`config.mk`:
```
export PLATFORM = sky130hd
export DESIGN_NAME = c2d_mac
export DESIGN_NICKNAME = d
export VERILOG_FILES = /design/src/rtl/conv2d_forward_nhwc_defines.svh /design/src/rtl/c2d_pkg.sv /design/src/rtl/c2d_mac.sv
export SDC_FILE = /design/constraint.sdc
export NUM_CORES = 1
export LEC_CHECK = 0
export ABC_AREA = 1
export BUFFER_PORTS_ARGS = -buffer_cell sky130_fd_sc_hd__clkbuf_2
export CAP_MARGIN = 20
export CORE_AREA = 2 2 212 172
export CTS_BUF_LIST = sky130_fd_sc_hd__clkbuf_8 sky130_fd_sc_hd__clkbuf_16
export CTS_CLUSTER_SIZE = 30
export DETAILED_ROUTE_END_ITERATION = 8
export DIE_AREA = 0 0 214 174
export PLACE_DENSITY_LB_ADDON = 0.1
export SYNTH_ARGS = -nofsm -noshare
export SYNTH_HDL_FRONTEND = slang
export SYNTH_SLANG_ARGS = --single-unit
```
`constraint.sdc`:
```
create_clock -name clk -period 2.3 [get_ports clk]
set_clock_uncertainty 0.05 [all_clocks]
set_input_delay 0.575 -clock clk [delete_from_list [all_inputs] [get_ports clk]]
set_output_delay 0.575 -clock clk [all_outputs]
set_load 0.02 [all_outputs]
```
`src/rtl/conv2d_forward_nhwc_defines.svh`:
```
// Assertion macros used by the convolution top level.
`ifndef CONV2D_FORWARD_NHWC_DEFINES_SVH
`define CONV2D_FORWARD_NHWC_DEFINES_SVH

// Same-cycle implication, checked on every rising edge outside reset.
`define C2D_ASSERT_IMP(lbl, ante, cons, msg) \
	lbl: assert property (@(posedge clk) disable iff (!arst_n) (ante) |-> (cons)) else $error(msg);

// Next-cycle implication.
`define C2D_ASSERT_NXT(lbl, ante, cons, msg) \
	lbl: assert property (@(posedge clk) disable iff (!arst_n) (ante) |=> (cons)) else $error(msg);

`endif

```
`src/rtl/c2d_pkg.sv`:
```
// Shared constants and types for the convolution block.
`default_nettype none
package c2d_pkg;
	localparam int MAX_WIDTH = 128;
	localparam int MAX_IN_CHANNELS = 16;
	localparam int MAX_KERNEL = 8;
	localparam int MAX_OUT_CHANNELS = 64;

	localparam int VAL_W = 16;
	localparam int SUM_W = 48;
	localparam int WADDR_W = 16;
	localparam int LADDR_W = 14;
	localparam int CFG_IDX_W = 3;
	localparam int CFG_DATA_W = 8;

	localparam logic [CFG_IDX_W-1:0] REG_IN_WIDTH = 3'd0;
	localparam logic [CFG_IDX_W-1:0] REG_IN_CHANNELS = 3'd1;
	localparam logic [CFG_IDX_W-1:0] REG_KERNEL_HEIGHT = 3'd2;
	localparam logic [CFG_IDX_W-1:0] REG_KERNEL_WIDTH = 3'd3;
	localparam logic [CFG_IDX_W-1:0] REG_OUT_CHANNELS = 3'd4;
	localparam logic [CFG_IDX_W-1:0] REG_OUT_HEIGHT = 3'd5;
	localparam logic [CFG_IDX_W-1:0] REG_OUT_WIDTH = 3'd6;
	localparam logic [CFG_IDX_W-1:0] REG_STRIDE = 3'd7;

	typedef struct packed {
		logic issue;
		logic last_term;
		logic clear;
	} mac_ctl_t;
endpackage
`default_nettype wire

```
`src/rtl/c2d_mac.sv`:
```
// Pipelined multiply-accumulate unit shared by every product of a window.
`default_nettype none
module c2d_mac (
	input  wire logic                         clk,
	input  wire logic                         arst_n,
	input  wire c2d_pkg::mac_ctl_t            ctl,
	input  wire logic signed [c2d_pkg::VAL_W-1:0] wdata,
	input  wire logic signed [c2d_pkg::VAL_W-1:0] ldata,
	output logic signed [c2d_pkg::SUM_W-1:0]  acc,
	output logic                              done
);
	logic              vld_s1, last_s1;
	logic              vld_s2, last_s2;
	logic signed [31:0] prod_s2;
	logic signed [c2d_pkg::SUM_W-1:0] acc_q;
	logic              done_q;

	always_ff @(posedge clk or negedge arst_n) begin
		if (!arst_n) begin
			vld_s1 <= 1'b0;
			last_s1 <= 1'b0;
			vld_s2 <= 1'b0;
			last_s2 <= 1'b0;
			done_q <= 1'b0;
		end else begin
			vld_s1 <= ctl.issue;
			last_s1 <= ctl.issue & ctl.last_term;
			vld_s2 <= vld_s1;
			last_s2 <= last_s1;
			done_q <= vld_s2 & last_s2;
		end
	end

	always_ff @(posedge clk) begin
		prod_s2 <= wdata * ldata;
		if (ctl.clear) begin
			acc_q <= '0;
		end else if (vld_s2) begin
			acc_q <= acc_q + {{(c2d_pkg::SUM_W-32){prod_s2[31]}}, prod_s2};
		end
	end

	assign acc = acc_q;
	assign done = done_q;
endmodule
`default_nettype wire

```
After elaboration in Yosys (flattened, before gate mapping)
Index checks and enable logic that the tools add are counted.
- register bits: 85
- input bits: 37
- output and inout port bits: 49
- $add $sub $neg: 1
- bitwise logic cells: 2
- multiply operators: 1
- operator list (operator ; count):
    $add A48 B48 Y48 ; 1
    $mul A16 B16 Y32 ; 1
    $and A1 B1 Y1 ; 2

Depth between registers and ports, before layout
- word-level depth: 1
- mapped depth: 27
- depth with buffers taken out: 25

Worst setup path after synthesis
OpenSTA, ideal clock, no wires.
- path kind: input port to flip-flop
- from: input port ldata[5] (netlist name)
- to: register prod_s2[26]
- library setup time: 0.121 ns
- data required time: 2.129 ns
- buffers on the path: 2
- arrival: 5.733 ns
- slack: -3.604 ns
- stages: 22
- cells stage by stage: clkbuf_1 clkbuf_1 nand2_1 fa_1 inv_1 fa_1 inv_1 fa_1 fa_1 inv_1 fa_1 inv_1 fa_1 inv_1 ha_1 a21oi_1 o21ai_0 a21oi_1 nand3_2 nand3_1 nand2_1 xor2_1
- word-level cells in the longest chain between the ends: 1
- ends and longest elaborated chain (item ; line ; text):
    start: declaration ; c2d_mac.sv:8 ; input wire logic signed [c2d_pkg::VAL_W-1:0] ldata,
    $mul A16 B16 Y32 ; c2d_mac.sv:35 ; prod_s2 <= wdata * ldata;
    end signal: assignment ; c2d_mac.sv:35 ;
    end: declaration ; c2d_mac.sv:14 ; logic signed [31:0] prod_s2;
No other way between the ends.
A chain may end at the register's enable or synchronous reset.

Worst setup path after layout
- from: input port ldata[15] (netlist name)
- to: register prod_s2[25]
Same word-level chain as after synthesis.

==> summary.txt <==
Placed design
  – Detail Placement HPWL: 44500 um
  – Placer congestion estimate: 0.984
  – Area after DPL: 0.0205 mm2
  – Dpl cells: 3218
  – IO buf count: 85

STA
  – Max frequency: 187 MHz
  – Final WS setup: -3040 ps
  – RSZ-0062 raised after global routing: yes
  – Hold WS: 276 ps
  – Least-Margin Pin Slew: 675 ps
  – Slew headroom: 55.0%
  – Final hold vios: 0
  – Max Slew Vio Count: 0
  – Final setup violation count: 29
  – Final min period: 5340 ps
  – Crit share post-route: 232%

Final layout
  – Multi-input logic area: 0.0144 mm2
  – FILL cells: 3110
  – Diodes inserted: 0
  – Area grow syn2layout: 34.3%
  – Final Non-Filler Cells: 3270
  – Final core occ: 64.8%
  – Fin area: 0.0229 mm2
  – Register area: 0.00174 mm2
  – Most frequent cells in the layout: inv_1, nand2_1, buf_4, fa_1, nor2_1
  – Most common cell after layout, fill and taps aside: inv_1
  – Share of cells above drive strength 1: 29.9%
  – Nets: 3214

Status
  – Status: finished, violations left
  – Failing checks: setup timing

GRT
  – Global-route wire length before repair: 85400 um
  – Vias in the first global route: 16300
  – Total GRT Usage: 29.1%
  – Largest net degree at the start of global routing: 60
  – Antenna violations before repair: 0
  – GRT overflow: 0

Critical path
  – Critical-path cell list: clkbuf_16, clkinvlp_4, buf_12, or2_4, fa_1, fa_1, fa_1, fa_1, fa_1, fa_1, inv_2, ha_4, nand2_2, nor2_2, inv_2, nor3_4, nand3_1, o211ai_1, xor2_1
  – Max incr delay on CP: 570 ps
  – Crit path DAT: 5600 ps
  – Worst R2R Path Depth: 13
  – Worst Path Required: 2550 ps
  – Worst Setup Start Kind: input port
  – Crit-path most repeated cell: fa_1
  – CP max stage cell: fa_1
  – CP endpoint kind: register
  – WS Path Type: input port to register
  – CP Max Fanout: 4

Yosys
  – Post-synthesis cell count: 2454
  – Seq/Total Area, Yosys: 10.1%
  – Netlist cell types: 41
  – Top post-synthesis cells by area: fa_1, inv_1, nand2_1, ha_1, dfxtp_1
  – Post-Syn Nets: 2883
  – Synthesized area: 0.0170 mm2
  – Seq cells post-synth: 85
  – Yosys top cell area share: 30.9%
  – Syn_area_per_cell: 6.94 um2
  – Yosys warning total: 0
  – Largest area contributor in the netlist: fa_1

Clocking
  – Clock Tree Root: clkbuf_16
  – Bufs on Longest Clock Path: 2
  – Clock Sinks: 85
  – H-tree lvl count: 3
  – Clock-pin slew on the worst setup and hold paths: 60 ps
  – Worst-Skew Late Latency: 370 ps
  – TritonCTS buffer count: 9
  – CTS tree: done

Floorplanning
  – Die Ht: 174 um
  – IO Pins: 86
  – Initial Util: 48.2%
  – Die ar.: 0.0372 mm2
  – Die width: 214 um
  – Rows: 62
  – Area of the core: 0.0353 mm2

Detailed routing
  – Via count: 16000
  – Initial DRC Count: 1183
  – Post-detailed-route count of antenna-violating nets: 0
  – DRC Markers: 0
  – Via/cell ratio: 4.90
  – Wire per inst: 16.1 um
  – WL final: 52700 um
  – 1st-pass router iterations: 6

Run
  – Max_cap viols: 0

Worst hold path
  – Hold path depth: 1
  – Hold crit path type: input port to register
[Yosys cell counts, drive strengths merged]
| master | count |
|---|---|
| inv | 685 |
| nand2 | 615 |
| fa | 263 |
| nor2 | 221 |
| ha | 129 |
| a21oi | 94 |
| nand3 | 86 |
| dfxtp | 80 |
| o21ai | 72 |
| clkbuf | 69 |
| xor2 | 37 |
| nand4 | 25 |
| xnor2 | 17 |
| o21bai | 14 |
| nor3 | 10 |
| a21o | 9 |
| dfrtp | 5 |
| buf | 4 |
| or2 | 4 |
| o211ai | 3 |
| o21a | 3 |
| a31o | 2 |
| a211oi | 1 |
| a21boi | 1 |
| a31oi | 1 |
| and2 | 1 |
| and3 | 1 |
| nand3b | 1 |
| nor4 | 1 |
[stage by stage]
step           worst slack, ps  setup TNS [ps]
2_1_floorplan            -2990          -69940
3_3_place_gp             -3590          -86850
3_5_place_dp             -3620          -87920
4_1_cts                  -2990          -70440
5_1_grt                  -3210          -76440
6_report                 -3040          -72060
[path summary, 6_finish.rpt]
kind / start / to / slack, ps
worst max-delay path: ldata[15] / prod_s2[25] / -3040
worst min-delay path: ctl[2] / vld_s1 / 280
worst max register to register: prod_s2[31] / acc[45] / 40
worst min register to register: vld_s1 / vld_s2 / 300
max in group asynchronous: arst_n / vld_s2 / 1550
min in group asynchronous: arst_n / last_s2 / 510
[sequential cells by signal (all words and copies together) (netlist names)]
name and cells:
prod_s2 32, last_s1 1, done 1, last_s2 1, vld_s2 1, acc 48, vld_s1 1
[area by class of cell]
cell class	count	area share (%)
multi-input combinational	1611	62.9
timing repair buffer	392	14.4
inverter	685	11.3
sequential	85	7.60
tap	480	2.63
clock buffer	9	0.985
clock inverter	7	0.181
timing repair inverter	1	0.0328
[routing by layer]
metal | share of wire (%) | GRT usage (%) | vias to the layer above
met5 | 0 | 0 | -
met4 | 0.81 | 3.96 | 0
met3 | 7.0 | 5.74 | 34
met2 | 44 | 44.4 | 441
met1 | 49 | 43.8 | 7745
li1 | - | - | 7814
[critical path: cells and delay by family]
| kind | cells | cell delay, ps |
|---|---|---|
| adder cells (fa/ha/maj) | 7 | 3210 |
| AO/OA/AOI/OAI | 1 | 390 |
| AND/OR/NAND/NOR | 5 | 730 |
| XOR/XNOR | 1 | 170 |
| buffers and inverters | 5 | 500 |
[timing repair]
action                                  in CTS  in global routing
cloned                                       1                  0
buffers inserted                            19                 18
pin swaps                                   79                 89
endpoints found under the hold margin        5                  0
endpoints found under the setup margin      48                 59
hold buffers                                 1                  0
gates resized for setup                    243                194
[cell families (layout without fill, tap and decap cells)]
logic type / after synthesis / after routing / share of synthesized area, %
and+or+nand+nor: 965 / 965 / 23.3
AOI/OAI and AO/OA: 200 / 200 / 6.63
xor gates and xnor gates: 54 / 54 / 2.78
adders and majority gates: 392 / 392 / 40.4
DFF: 85 / 85 / 10.1
buffers and inverters: 758 / 1094 / 16.7
Power is left out: the tool's default activity adds up to more than one toggle a clock period on the data nets, which glitch-free logic cannot reach.
