==> src/rtl/conv2d_forward_nhwc_defines.svh <==
// Assertion macros used by the convolution top level.
`ifndef CONV2D_FORWARD_NHWC_DEFINES_SVH
`define CONV2D_FORWARD_NHWC_DEFINES_SVH

// Same-cycle implication, checked on every rising edge outside reset.
`define C2D_ASSERT_IMP(lbl, ante, cons, msg) \
	lbl: assert property (@(posedge clk) disable iff (!arst_n) (ante) |-> (cons)) else $error(msg);

// Next-cycle implication.
`define C2D_ASSERT_NXT(lbl, ante, cons, msg) \
	lbl: assert property (@(posedge clk) disable iff (!arst_n) (ante) |=> (cons)) else $error(msg);

`endif

==> src/rtl/c2d_div.sv <==
// Two-lane restoring divider that finds window row and column indexes by the stride.
`default_nettype none
module c2d_div (
	input  wire logic        clk,
	input  wire logic        arst_n,
	input  wire logic        start,
	input  wire logic [15:0] dvd_y,
	input  wire logic [15:0] dvd_x,
	input  wire logic [3:0]  dvs,
	output logic             done,
	output logic [15:0]      quo_y,
	output logic [15:0]      quo_x,
	output logic             rem_zero_y,
	output logic             rem_zero_x
);
	logic [4:0]  cnt_q;
	logic        busy_q;
	logic        done_q;
	logic [3:0]  dvs_q;
	logic [15:0] qy_q, qx_q;
	logic [3:0]  ry_q, rx_q;
	logic [4:0]  sh_y, sh_x;
	logic        ge_y, ge_x;
	logic [4:0]  dif_y, dif_x;

	always_comb begin
		sh_y = {ry_q, qy_q[15]};
		sh_x = {rx_q, qx_q[15]};
		ge_y = sh_y >= {1'b0, dvs_q};
		ge_x = sh_x >= {1'b0, dvs_q};
		dif_y = sh_y - {1'b0, dvs_q};
		dif_x = sh_x - {1'b0, dvs_q};
	end

	always_ff @(posedge clk or negedge arst_n) begin
		if (!arst_n) begin
			cnt_q <= '0;
			busy_q <= 1'b0;
			done_q <= 1'b0;
		end else begin
			done_q <= 1'b0;
			if (start) begin
				busy_q <= 1'b1;
				cnt_q <= '0;
			end else if (busy_q) begin
				cnt_q <= cnt_q + 5'd1;
				if (cnt_q == 5'd15) begin
					busy_q <= 1'b0;
					done_q <= 1'b1;
				end
			end
		end
	end

	always_ff @(posedge clk) begin
		if (start) begin
			qy_q <= dvd_y;
			qx_q <= dvd_x;
			ry_q <= '0;
			rx_q <= '0;
			dvs_q <= dvs;
		end else if (busy_q) begin
			qy_q <= {qy_q[14:0], ge_y};
			qx_q <= {qx_q[14:0], ge_x};
			ry_q <= ge_y ? dif_y[3:0] : sh_y[3:0];
			rx_q <= ge_x ? dif_x[3:0] : sh_x[3:0];
		end
	end

	assign done = done_q;
	assign quo_y = qy_q;
	assign quo_x = qx_q;
	assign rem_zero_y = (ry_q == 4'd0);
	assign rem_zero_x = (rx_q == 4'd0);
endmodule
`default_nettype wire

==> config.mk <==
export PLATFORM = sky130hd
export DESIGN_NAME = c2d_div
export DESIGN_NICKNAME = d
export VERILOG_FILES = /design/src/rtl/conv2d_forward_nhwc_defines.svh /design/src/rtl/c2d_div.sv
export SDC_FILE = /design/constraint.sdc
export NUM_CORES = 1
export LEC_CHECK = 0
export ABC_AREA = 1
export BUFFER_PORTS_ARGS = -buffer_cell sky130_fd_sc_hd__buf_2
export CORE_MARGIN = 3
export CORE_UTILIZATION = 48
export CTS_BUF_LIST = sky130_fd_sc_hd__clkbuf_8
export DETAILED_ROUTE_END_ITERATION = 10
export GPL_TIMING_DRIVEN = 0
export PLACE_DENSITY = 0.84
export SETUP_SLACK_MARGIN = 0.3
export SYNTH_ARGS = -nofsm -noshare
export SYNTH_HDL_FRONTEND = slang
export SYNTH_SLANG_ARGS = --single-unit
==> constraint.sdc <==
create_clock -name clk -period 1.44 [get_ports clk]
set_input_delay 0.216 -clock clk [delete_from_list [all_inputs] [get_ports clk]]
set_output_delay 0.216 -clock clk [all_outputs]
set_load 0.01 [all_outputs]
Yosys cells after proc, flatten, opt, wreduce, memory -nomap -nowiden. Cells that the tools add are included.

Output and inout port bits: 35. Logic and storage cells: 31. Register bits after elaboration: 51.

Muxes and demuxes: 14. Equal/unequal tests: 1. $add $sub $neg: 3. Magnitude comparators: 2. Reductions and logical operators: 3.

Operators with widths (number): $mux W16 (4); $ge A5 B4 Y1 (2); $mux W5 (2); $logic_not A4 Y1 (2); $mux W4 (2); $sub A4 B4 Y4 (2); $mux W1 (6); $add A5 B1 Y5 const B (1); $eq A5 B4 Y1 const B (1); $reduce_bool A2 Y1 (1).

Depth between registers and ports, before layout. Gate-level depths: netlist (run 1).

Depth in word-level cells: 4. Gate-level depth with buffers: 10. Mapped depth without buffers: 10.

Worst setup path before layout (run 1). No wires, ideal clock.

Kind: reg2reg. Start: reg busy_q. End: reg qx_q[0], in the netlist quo_x[0] (enable). Data arrival time: 1.203 ns. Cell stages (with the launch flop): 4. Required time: 1.052 ns. Library setup time: 0.388 ns. Period minus slack after synthesis: 1.591 ns. Setup slack: -0.151 ns. Cells stage by stage: dfrtp_1 -> buf_2 -> nor2_4 -> inv_1.

Cells in the longest elaborated chain, start to end: 1.

RTL lines: from (decl) (line c2d_div.sv:17) `logic busy_q;`; from (signal assigned) (line c2d_div.sv:38) `busy_q <= 1'b0;`; from (signal assigned) (line c2d_div.sv:43) `busy_q <= 1'b1;`; from (signal assigned) (line c2d_div.sv:48) `busy_q <= 1'b0;`; $reduce_bool A2 Y1 (no source line); to (signal assigned) (line c2d_div.sv:58) `qx_q <= dvd_x;`; to (signal assigned) (line c2d_div.sv:64) `qx_q <= {qx_q[14:0], ge_x};`; to (decl) (line c2d_div.sv:20) `logic [15:0] qy_q, qx_q;`.

No other way between the ends. A chain may end at the register's enable or synchronous reset.

Worst setup path in the final report (run 1).
Start: reg qy_q[15], in the netlist quo_y[15]. End: reg ry_q[1].

Cells in the longest elaborated chain, start to end: 2.

RTL lines: from (decl) (line c2d_div.sv:20); from (signal assigned) (line c2d_div.sv:57) `qy_q <= dvd_y;`; from (signal assigned) (line c2d_div.sv:63) `qy_q <= {qy_q[14:0], ge_y};`; $sub A4 B4 Y4 / $ge A5 B4 Y1 (equally long branches) (line c2d_div.sv:31, c2d_div.sv:29); $mux W4 (*) (line c2d_div.sv:65) `ry_q <= ge_y ? dif_y[3:0] : sh_y[3:0];`; to (signal assigned) (line c2d_div.sv:65); to (decl) (line c2d_div.sv:21) `logic [3:0] ry_q, rx_q;`.

Every way passes the cells marked *; elsewhere a longest branch is shown, timed or not.

==> results, run 1 <==
- For the worst setup path, the data arrival time is approximately 1.8 ns.
- The final-stage net count is 432.
- The slew of the pin with the lowest slew margin is about 0.26 ns.
- The count of antenna-violating nets left after detailed routing is 0.
- For this design the ratio of total power to cell area is roughly 1400 nW/µm².
- The share of the Yosys chip area taken by registers is 0.571.
- The final reports fail on setup timing.
- After detailed routing, the number of vias per cell comes to between 5 and 6.
- The achievable clock frequency is roughly 670 MHz.
- The first-pass GRT wire length is 10.9 mm.
- The sum of routed wire segments on met1 is about 2.7 mm.
- The number of endpoints with negative hold slack in the final report is 0.
- The wire length per cell is ~15 µm.
- The number of optimization iterations in the first detailed-route pass is 4.
- STA puts the critical path data required time at ~1.7 ns.
- Leaving out fill and tap cells, the most frequent cell in the layout is nand2_1.
- The detailed-route DRC error count is 0.
- The longest clock path from root to sink contains 2 buffers.
- STA classifies the critical path endpoint as a register.
- The clock transition at the registers of the reported paths is 0.10 ns.
- The run finished, with violations left.
- The time the final worst path needs with I/O delays and setup is roughly 1.5 ns.
- The placed instances occupy a cell area of between 3000 and 4000 µm².
- The top cell types in the final layout, fill and taps aside, are nand2_1, buf_2, edfxtp_1.
- The kind of critical path is register to register.
- Across all register-to-register paths, the minimum setup slack is -0.06 ns.
- The initial utilization of the core area, before any placement, comes to 0.512.
- The detailed router finished its first iteration with between 100 and 150 violations.
- The final clock skew is 0.0113 ns.
- For this run the aggregate overflow at the end of global routing stands at 0.
- When the netlist entered floorplanning its net count stood at roughly 320.
- The summed instance area of the synthesized netlist is around 2500 µm².
- The number of levels the H-tree was split into is 2.
- The capturing point of the worst reg2reg path is ry_q[1]$_SDFFE_PP0P_.
- The final critical-path setup slack is -0.0575 ns.
- Pin placement for this block handled 74 I/O pins.
- The path depth of the worst reg2reg path is 8.
- For the worst-skew pair, the clock arrives at the later sink with an insertion delay of roughly 0.31 ns.
- In this run the worst path has a maximum fanout of 2.
- After floorplanning, the core was sized to cover around 4800 µm².
- The number of global-route vias before repair came to about 2300.
- The tightest min-delay check is of the input port to register type.
- The worst hold margin is slightly below 0.09 ns.
- The final worst-path cycle share is 1.04.
- Counting distinct cell types in the post-synthesis netlist gives 26.
- The max-capacitance violation count is 0.
- The overall power consumption is between 5 and 6 mW.
- Detailed routing placed a total of between 3 and 4 mm of wire on met2.
- The width of the die is 77.9 µm.
- The post-synthesis register bit count is 51.
- From synthesis to final layout, the design area changed by 48.4%.
- The tree is rooted in a clkbuf_8.
- Yosys printed 0 warnings.
- The finished cells cover ~3700 µm².
- Summed over all cells, the static leakage comes to 1.76 nW.
- The worst setup path is launched from a register.
- The detailed router used layers up to and including met4.
- Entering global routing, the biggest net connects 19 pins.
- Counting instances, the worst hold path has a depth of 1.
- The number of setup violations in the final report is 9.
- In this run the mean area of a mapped cell was about 9 µm².
- The hold path startpoint is dvs[0].
- The number of antenna violations at the first check in global routing is 0.
- The global-route total usage across every layer is 0.229.
- The total wire length after detailed routing is roughly 6.7 mm.
- The share of cells above drive strength 1 is 0.466.
- After technology mapping, the gate count stands at 273.
- Setup repair after global routing could not meet its margin everywhere.
- The headroom to the max-slew limit is 0.828.
- Prior to clock tree synthesis, the placed netlist has a worst setup slack of -0.509 ns.
- The routed wire length on met3 is between 400 and 500 µm.
- The HPWL after detailed placement is approximately 4.2 mm.
- After routing, the total negative slack on setup checks comes to -0.189 ns.
- The chip height is ~78 µm.
- The path with the worst hold slack has its endpoint at dvs_q[0]$_DFFE_PP_.
- The number of rows created at floorplan is 25.
- The global placement routability congestion is approximately 0.83.
- The count of port buffers added during placement is between 70 and 80.
- In this run the critical register-to-register path is launched from quo_y[15]$_DFFE_PP_.
- The die covers a little over 6000 µm².
- The TritonCTS clock tree is done.
- The TritonCTS sink count is between 50 and 60.
- The number of buffers added by the clock tree synthesis step is 5.
- The max-slew violation count is 0.
- The final antenna diode count is 0.
- The routed layout has 2283 vias.
- The maximum VDD drop is roughly 0.82 mV.
==> what timing repair did <==
item                                   CTS  global route
setup endpoints to repair               48            64
resized for setup                       45            28
setup buffers                           19             5
pin swaps                               18            18
gates cloned                             3             0
endpoints found under the hold margin    7             0
hold buffers                             1             0
==> worst max-delay path: stages (launching register included) <==
cell and delay (ns):
edfxtp_1 0.43, inv_2 0.11, ha_4 0.14, inv_4 0.04
fa_2 0.52, inv_2 0.03, nand2_1 0.04, nand3_1 0.06
nand2_1 0.06
==> state kept, by name, summed over array words and instances (netlist names) <==
name,cells
busy_q,1
cnt_q,5
done,1
dvs_q,4
quo_x,16
quo_y,16
rx_q,4
ry_q,4
==> Yosys cell counts <==
cell        n  area, µm²
a31oi_1     3       18.8
o21a_2      2       17.5
dfxtp_1     8        160
nand3_1    16       80.1
fa_1        2       40.0
o21ai_0     1       5.00
inv_1      22       82.6
inv_4       1       6.26
nor4_1      3       18.8
nand3b_1    2       15.0
a21oi_1     5       25.0
nor3_1      5       25.0
dfrtp_1     7        175
inv_2       1       3.75
nor2_4      1       11.3
o22ai_1     1       6.26
ha_1       10        125
buf_4       1       7.51
nand2_2     4       25.0
edfxtp_1   36       1080
xor2_1      1       8.76
o21ai_1     1       5.00
nand2_1   124        465
buf_2       7       35.0
nor2_1      8       30.0
xnor2_1     1       8.76
==> routing by layer <==
layer | track usage | up-vias
met5 | 0 | -
met3 | 0.0510 | 7
met4 | 0.0629 | 0
met1 | 0.283 | 1083
li1 | - | 1103
met2 | 0.402 | 90
==> power by group <==
group / internal (mW) / switching, mW
Combinational: 0.963 / 1.07
Sequential: 1.84 / 0.252
Clock: 0.361 / 0.523
==> metrics by stage <==
stage          utilization  instances
6_report             0.760        449
4_1_cts              0.728        444
2_1_floorplan            -        273
5_1_grt              0.760        449
3_5_place_dp         0.625        413
3_3_place_gp         0.625        413
==> cells by family after synthesis <==
logic type,after synthesis,share of synthesized area
buffers and inverters,32,0.0544
DFF,51,0.571
xor gates and xnor gates,2,0.00706
and+or+nand+nor,163,0.270
AOI/OAI and AO/OA,13,0.0312
adders and majority gates,12,0.0665
==> how the worst max path moves through the flow <==
| stage | start | end | slack, ns | cells past startpoint |
|---|---|---|---|---|
| 3_3_place_gp | start | quo_x[8]$_DFFE_PP_ | -0.52 | 4 |
| 6_report | quo_y[15]$_DFFE_PP_ | ry_q[1]$_SDFFE_PP0P_ | -0.06 | 8 |
| 5_1_grt | quo_y[15]$_DFFE_PP_ | ry_q[2]$_SDFFE_PP0P_ | -0.14 | 8 |
| 2_1_floorplan | busy_q$_DFF_PN0_ | quo_x[0]$_DFFE_PP_ | -0.10 | 3 |
| 3_5_place_dp | start | quo_x[8]$_DFFE_PP_ | -0.51 | 4 |
| 4_1_cts | dvs_q[0]$_DFFE_PP_ | ry_q[1]$_SDFFE_PP0P_ | -0.04 | 7 |
==> area by class of cell <==
| class | instances | area (µm²) |
|---|---|---|
| Sequential cell | 51 | 1430 |
| Multi-Input combinational cell | 190 | 1260 |
| Fill cell | 315 | 1160 |
| Timing Repair Buffer | 100 | 659 |
| Inverter | 24 | 98.8 |
| Tap cell | 67 | 83.8 |
| Clock buffer | 5 | 68.8 |
| Buffer | 8 | 48.8 |
| Clock inverter | 3 | 27.5 |
| Timing Repair inverter | 1 | 7.51 |
No activity file was read; power rests on OpenSTA's default activity.
==> run 2, diff against run 1 <==
ABC_AREA = default   (was 1)
==> results, run 2 <==
- The run finished, with violations left.
- The checks that failed: setup timing.
- Among all stages on the critical path, the largest delay is contributed by edfxtp_1.
- The number of setup violations in the final report was 10 (+1).
- The final critical-path setup slack is -0.376 ns (-0.318 ns).
- STA classifies the critical path startpoint as a register.
- The clock network latency to the later pin of the worst-skew pair is 0.31 ns (about the same).
- The number of endpoints with negative hold slack in the final report is 0 (unchanged).
- The final clock skew is 0.0113 ns (+0.0000533 ns).
- TritonCTS built the clock tree.
- The sequential fraction of the synthesis area is 0.574 (+0.00376).
- The capture point of the worst path is rx_q[0]$_SDFFE_PP0P_.
- The number of antenna violations at the first check in global routing is 0 (unchanged).
- The max-slew violation count is 0 (unchanged).
- The type of the tightest min-delay check is input port to register.
- The top-area cell type share of the netlist area came to 0.438 (+0.00287).
- The standard cell core area is 4850 µm² (unchanged).
- The final instance area is 3480 µm² (-5.5%).
- The TritonCTS sink count is 51 (unchanged).
- The first-pass GRT wire length was 9.43 mm (-13%).
- The total wire length after detailed routing is 5.80 mm (-13%).
- The mean number of vias per cell was 5.34 (+4.9%).
- The async set or reset register ratio after synthesis is 0.137 (unchanged).
- Setup repair after global routing could not meet its margin everywhere.
- Yosys attributes the largest share of cell area to edfxtp_1, mux2_2, dfrtp_1.
- The post-placement setup slack was -0.463 ns (+0.0461 ns).
- The time the final worst path needs with I/O delays and setup is 1.82 ns (+0.318 ns).
- The area fraction in and, or, nand and nor cells after synthesis is 0.0934 (-0.177).
- The flip-flop and latch area is 1430 µm² (-0.35%).
- The count of distinct cell types in the synthesized netlist is 40 (+54%).
- The switching power is 1.61 mW (-13%).
- The net count after synthesis came to 235 (-27%).
- The launching element of the worst setup path is dvs_q[1]$_DFFE_PP_.
- The headroom to the max-slew limit is 0.663 (-0.165).
- The buffering stage count on the worst path with inverters included was 2 (-1).
- The sum of overflow across all layers after global routing is 0 (unchanged).
- The most common flop cell mapped by yosys is edfxtp_1.
- The fraction of the mapped netlist area in compound gates is 0.0771 (+0.0459).
- The endpoint required time on the critical path is 1.64 ns (-0.05 ns).
- The clock transition at the registers of the reported paths came to 0.09 ns (about the same).
- The global-route total usage across every layer is 0.196 (-0.0329).
- The starting utilization of the core area is 0.509 (-0.00335).
- The largest buffer count on any clock path is 2 (unchanged).
- The achievable clock frequency is 551 MHz (-18%).
- The area growth from synthesis to final layout is 41.2%.
- The post-synthesis average cell area is 13.4 µm² (+47%).
- The critical path is of the register to register type.
- The fraction of power consumed by combinational cells came to 0.399 (-0.006).
- The post-synthesis register bit count is 51 (unchanged).
- The number of optimization iterations in the first detailed-route pass was 4 (unchanged).
- The count of antenna-violating nets left after detailed routing is 0 (unchanged).
- The kind of cell adding the most delay to the critical path is compound AO/OA/AOI/OAI gates.
- The number of enable flip-flop cells after synthesis is 36 (unchanged).
- The power density of the placed cells is 1380 nW/µm² (+1.9%).
- The highest net fanout along the worst path was 4 (+2).
- The dominant cell by count in the synthesized netlist is edfxtp_1.
- The share of cells above drive strength 1 was 0.619 (+0.153).
- The total area of multi-input combinational cells is 1160 µm² (-7.5%).
- The tree is rooted in a clkbuf_8.
- The initial DRC count came to 106 (-10%).
- The slew of the pin with the lowest slew margin is 0.505 ns (+0.248 ns).
- The via count of the routed design is 1910 (-16%).
- The critical path goes through inv_2, buf_4, ha_4, nor2b_4, o31ai_4, nand3_1, a32o_1.
- By area, the combinational part of the netlist is dominated by multiplexers.
- In this run the critical register-to-register path is captured at rx_q[0]$_SDFFE_PP0P_.
- The count of cells along the worst hold path was 1 (unchanged).
- The internal power consumption was 3.21 mW (+1.5%).
- Sorting the synthesized cells by how often they occur yields edfxtp_1, mux2_2, inv_1, ha_1, nor2_1.
- The wire length per cell was 16.2 µm (+9.3%).
- STA classifies the critical path endpoint as a register.
- The cell type with the highest aggregate area in the netlist is edfxtp_1.
- The chip height came to 77.7 µm (-0.30%).
- The most common cell after layout, fill and taps aside is buf_2.
- The path depth of the worst reg2reg path is 7 (-1).
- The clock share of power came to 0.163 (-0.014).
- The count of port buffers added during placement is 73 (unchanged).
- The number of levels the H-tree was split into came to 2 (unchanged).
- The number of standard cells after synthesis was 184 (-33%).
- The HPWL after detailed placement is 3.75 mm (-11%).
- The leakage power of the design is 1.48 nW (-16%).
- The number of fill cells in the layout is 309 (-1.9%).
- The max-capacitance violation count is 0 (unchanged).
- The pin count of the biggest net entering global routing is 17 (-2).
- In the layout the commonest cells are buf_2, edfxtp_1, mux2_2.
- The number of rows created at floorplan was 25 (unchanged).
- The launching point of the worst reg2reg path is dvs_q[1]$_DFFE_PP_.
- The width of the die is 77.7 µm (-0.30%).
- The sequential share of power was 0.438 (+0.020).
- The area of the die is 6030 µm² (-0.60%).
- The arithmetic-cell share of the synthesized area counting full adders, half adders and majority gates came to 0.0670 (+0.000439).
- The summed instance area of the synthesized netlist is 2470 µm² (-0.66%).
- The multiplexer share of the synthesized area is 0.141 (+0.141).
- The number of buffers added by the clock tree synthesis step was 5 (unchanged).
- The final antenna diode count was 0 (unchanged).
- The worst reg-to-reg setup slack is -0.38 ns (-0.32 ns).
- The largest stage delay on the critical path came to 0.42 ns (-0.10 ns).
- The final-stage net count is 341 (-21%).
- The detailed-route DRC error count is 0 (unchanged).
- The number of warnings issued by yosys is 0 (unchanged).
- The final worst-path cycle share is 1.26 (+0.221).
- The global placement routability congestion is 0.886 (+7.1%).
- The standard cell area after detailed placement was 3030 µm² (-0.21%).
- The number of top-level design ports was 74 (unchanged).
- The maximum VDD drop came to 0.831 mV (+1.9%).
- The count of cell instances traversed by the critical path is 7 (-1).
- The critical path arrival is 2.02 ns (+0.27 ns).
- The parity-gate share of the synthesized area counting xor and xnor cells is 0.0178 (+0.0107).
- The number of global-route vias before repair is 1954 (-14%).
- The switching share of power is 0.333 (-0.0344).
==> run 2: kinds of logic after synthesis <==
| family | Yosys count |
|---|---|
| DFF | 51 |
| and+or+nand+nor | 40 |
| muxes | 31 |
| AOI/OAI and AO/OA | 27 |
| buffers and inverters | 18 |
| adders and majority gates | 12 |
| xor gates and xnor gates | 5 |
==> run 2: what timing repair did <==
item,in CTS,in global routing
setup endpoints to repair,48,49
buffers inserted,14,10
cloned,1,0
hold endpoints to repair,7,0
resized for setup,18,21
pin swaps,10,13
hold buffers,1,0
==> run 2: worst min-delay path by stage <==
stage | start | to | slack, ns
6_report | dvs[0] | dvs_q[0]$_DFFE_PP_ | 0.08
5_1_grt | dvs[0] | dvs_q[0]$_DFFE_PP_ | 0.06
4_1_cts | dvs[3] | dvs_q[3]$_DFFE_PP_ | 0.08
3_5_place_dp | arst_n | done$_DFF_PN0_ | 0.06
3_3_place_gp | arst_n | done$_DFF_PN0_ | 0.06
2_1_floorplan | arst_n | busy_q$_DFF_PN0_ | -0.08
==> run 2: metrics by stage <==
step	hold slack (ns)	util	TNS [ns]	cells	total power, mW
5_1_grt	0.0630	0.718	-3.73	358	5.10
6_report	0.0782	0.718	-2.96	358	4.82
3_3_place_gp	0.0589	0.624	-17.02	324	3.56
3_5_place_dp	0.0625	0.624	-17.57	324	3.62
4_1_cts	0.0753	0.687	-2.64	348	4.61
2_1_floorplan	-0.0796	-	-1.33	184	3.15
==> run 2: layer usage <==
metal / GRT usage / part of all wire / wire (µm) / vias up
met3: 0.0568 / 0.077 / 448 / 14
met5: 0 / 0 / 0 / -
met1: 0.263 / 0.42 / 2440 / 923
met4: 0.0605 / 0.017 / 96 / 0
met2: 0.307 / 0.48 / 2810 / 71
li1: - / - / - / 902
==> run 2: power groups by stage <==
| stage | combinational [mW] | clock (mW) | sequential (mW) |
|---|---|---|---|
| 6_report | 1.92 | 0.785 | 2.11 |
| 5_1_grt | 2.09 | 0.861 | 2.15 |
| 4_1_cts | 1.75 | 0.797 | 2.07 |
| 3_5_place_dp | 1.54 | 0 | 2.08 |
| 3_3_place_gp | 1.48 | 0 | 2.08 |
| 2_1_floorplan | 1.05 | 0 | 2.11 |
==> run 2: cell type report <==
cell class                      count  area share
Buffer                              6      0.0172
Clock buffer                        5      0.0198
Clock inverter                      3     0.00359
Inverter                           12      0.0140
Multi-Input combinational cell    115       0.334
Sequential cell                    51       0.410
Tap cell                           67      0.0241
Timing Repair Buffer               98       0.175
Timing Repair inverter              1     0.00216
==> run 3, diff against run 2 <==
==> constraint.sdc (replaced) <==
create_clock -name clk -period 1.44 [get_ports clk]
set_input_delay 0.072 -clock clk [delete_from_list [all_inputs] [get_ports clk]]
set_output_delay 0.072 -clock clk [all_outputs]
set_load 0.01 [all_outputs]
==> results, run 3 (synthesis results as in run 2) <==
- The highest net fanout along the worst path is 5 (+1).
- Leaving out fill and tap cells, the most frequent cells in the layout are buf_2, edfxtp_1, mux2_2.
- The worst register-to-register path begins at dvs_q[0]$_DFFE_PP_.
- The clock share of power is 0.169 (+0.006).
- The critical path starts at dvs_q[0]$_DFFE_PP_.
- The global-route met2 utilization is 0.358 (+0.0514).
- The worst hold path belongs to the class input port to register.
- The TritonCTS clock tree is done.
- The slew of the pin with the lowest slew margin is 0.515 ns (+0.0100 ns).
- The starting utilization of the core area is 0.509 (unchanged).
- The largest stage delay on the critical path is 0.50 ns (+0.08 ns).
- The via count of the routed design is 1959 (+2.6%).
- The endpoint required time on the critical path was 1.64 ns (about the same).
- The internal power consumption is 3.29 mW (+2.5%).
- The critical path arrival is 2.06 ns (+0.04 ns).
- The fraction of power consumed by combinational cells is 0.402 (+0.003).
- The headroom to the max-slew limit is 0.657 (-0.00667).
- The final reports fail on setup timing.
- The number of fill cells in the layout is 285 (-7.8%).
- Compared with the post-synthesis result, the final layout area differs by 42.9%.
- The layer flagged by global routing as most heavily used is met2.
- The path depth of the worst reg2reg path was 5 (-2).
- The switching power was 1.65 mW (+2.7%).
- The total negative setup slack is -2.89 ns (+0.0608 ns).
- The flip-flop and latch area was 1430 µm² (-0.18%).
- The HPWL after detailed placement is 3.91 mm (+4.4%).
- The worst reg-to-reg setup slack came to -0.42 ns (-0.04 ns).
- The number of endpoints with negative hold slack in the final report was 0 (unchanged).
- The clock root buffer is clkbuf_8.
- The detailed-route DRC error count is 0 (unchanged).
- The total wire length after detailed routing is 6.27 mm (+8.1%).
- The number of optimization iterations in the first detailed-route pass came to 4 (unchanged).
- The number of global-route vias before repair is 2080 (+6.4%).
- On the critical path, the stage with the largest delay is an instance of edfxtp_1.
- The kind of critical path is register to register.
- The worst hold margin is 0.0479 ns (-0.0303 ns).
- The number of setup violations in the final report was 10 (unchanged).
- The global-route met3 utilization is 0.0638 (+0.00696).
- The number of levels the H-tree was split into is 2 (unchanged).
- The count of port buffers added during placement is 73 (unchanged).
- The global placement routability congestion is 0.921 (+3.9%).
- The met1 global-route usage is 0.259 (-0.00401).
- The first-pass GRT wire length is 10.1 mm (+7.1%).
- The wire length per cell is 17.6 µm (+8.4%).
- The global-route total usage across every layer is 0.213 (+0.0176).
- The library cell used most frequently in the layout, excluding fill and tap cells, is buf_2.
- The count of antenna-violating nets left after detailed routing came to 0 (unchanged).
- The critical path goes through ha_4, and4_4, nand2b_4, or3_4, a32o_1.
- The final antenna diode count is 0 (unchanged).
- The TritonCTS sink count is 51 (unchanged).
- The power density of the placed cells was 1400 nW/µm² (+1.4%).
- The final clock skew is 0.00767 ns (-0.00366 ns).
- The chip height came to 77.7 µm (unchanged).
- The overall power consumption is 4.94 mW (+2.6%).
- The initial DRC count was 164 (+55%).
- The pin count of the biggest net entering global routing is 17 (unchanged).
- The time the final worst path needs with I/O delays and setup was 1.86 ns (+0.0414 ns).
- The number of rows created at floorplan came to 25 (unchanged).
- The achievable clock frequency came to 538 MHz (-2.2%).
- The switching share of power was 0.334 (+0.000557).
- The run finished, with violations left.
- The leakage power of the design was 1.48 nW (about the same).
- The clock transition at the registers of the reported paths is 0.09 ns (about the same).
- The number of antenna violations at the first check in global routing came to 0 (unchanged).
- The capturing point of the worst reg2reg path is ry_q[2]$_SDFFE_PP0P_.
- In this run the worst setup path terminates at ry_q[2]$_SDFFE_PP0P_.
- The post-placement setup slack was -0.439 ns (+0.0244 ns).
- The sequential share of power came to 0.429 (-0.009).
- The standard cell core area is 4850 µm² (unchanged).
- The number of top-level design ports is 74 (unchanged).
- The type of element launching the critical path is a register.
- The area of the die is 6030 µm² (unchanged).
- The largest buffer count on any clock path came to 2 (unchanged).
- The maximum VDD drop is 1.03 mV (+24%).
- The total area of multi-input combinational cells was 1200 µm² (+2.9%).
- The max-capacitance violation count is 0 (unchanged).
- The final worst-path cycle share is 1.29 (+0.0287).
- The width of the die is 77.7 µm (unchanged).
- The number of buffers added by the clock tree synthesis step was 5 (unchanged).
- The mean number of vias per cell came to 5.49 (+2.9%).
- The sum of overflow across all layers after global routing is 0 (unchanged).
- The max-slew violation count is 0 (unchanged).
- Setup repair after global routing could not meet its margin everywhere.
- The final-stage net count came to 340 (-0.29%).
- The clock network latency to the later pin of the worst-skew pair is 0.29 ns (-0.02 ns).
- The worst setup path is captured at a register.
- The final critical-path setup slack is -0.417 ns (-0.0414 ns).
- The share of cells above drive strength 1 is 0.614 (-0.00476).
-- run 3: cell types whose count changed in the layout (fill, tap and decap cells not counted), moves of 2 or more --
| cell | change |
|---|---|
| buf_2 | +3 |
| dlygate4sd3_1 | +4 |
| buf_4 | -9 |
| inv_1 | -2 |
-- run 3: worst min path at each step --
stage / cells past startpoint / from / to
2_1_floorplan: 0 / arst_n / busy_q$_DFF_PN0_
3_3_place_gp: 1 / arst_n / done$_DFF_PN0_
3_5_place_dp: 1 / arst_n / cnt_q[3]$_DFFE_PN0P_
4_1_cts: 1 / start / dvs_q[3]$_DFFE_PP_
5_1_grt: 1 / start / dvs_q[2]$_DFFE_PP_
6_report: 1 / start / dvs_q[3]$_DFFE_PP_
-- run 3: layer usage --
layer	part of all wire	vias to the layer above	wire length, µm
met1	0.40	922	2510
li1	-	909	-
met2	0.49	110	3080
met4	0.018	0	112
met3	0.090	18	566
met5	0	-	0
-- run 3: final cells by class --
| type | count | share of cell area |
|---|---|---|
| clock buffer | 6 | 0.0234 |
| tap | 67 | 0.0238 |
| timing repair inverter | 1 | 0.00213 |
| sequential | 51 | 0.404 |
| inverter | 12 | 0.0138 |
| timing repair buffer | 97 | 0.179 |
| multi-input combinational | 115 | 0.340 |
| clock inverter | 2 | 0.00213 |
| buffer | 6 | 0.0117 |
-- run 3: critical path, delay by kind of cell, from the launching register on --
kind            cells  cell delay (ns)
fa+ha+maj           1             0.27
flops               1             0.50
compound gates      1             0.24
simple gates        3             0.75
-- run 3: through the flow --
stage / utilization / area, µm² / std cells
finish: 0.727 / 3520 / 357
floorplan: - / 2550 / 184
global route: 0.727 / 3520 / 357
CTS: 0.704 / 3410 / 353
global placement: 0.620 / 3000 / 324
detailed placement: 0.620 / 3000 / 324
-- run 3: timing repair --
action,4_1_cts,5_1_grt
hold endpoints to repair,11,0
hold buffers,5,0
gates cloned,1,1
setup buffers,15,3
endpoints found under the setup margin,48,54
pin swaps,15,15
resized for setup,31,16
-- run 3: power by group through the flow --
| stage | Sequential (mW) | Combinational, mW | Clock [mW] |
|---|---|---|---|
| finish | 2.12 | 1.99 | 0.836 |
| global route | 2.15 | 2.17 | 0.904 |
| global placement | 2.08 | 1.48 | 0 |
| CTS | 2.10 | 1.81 | 0.847 |
| floorplan | 2.11 | 1.04 | 0 |
| detailed placement | 2.08 | 1.52 | 0 |
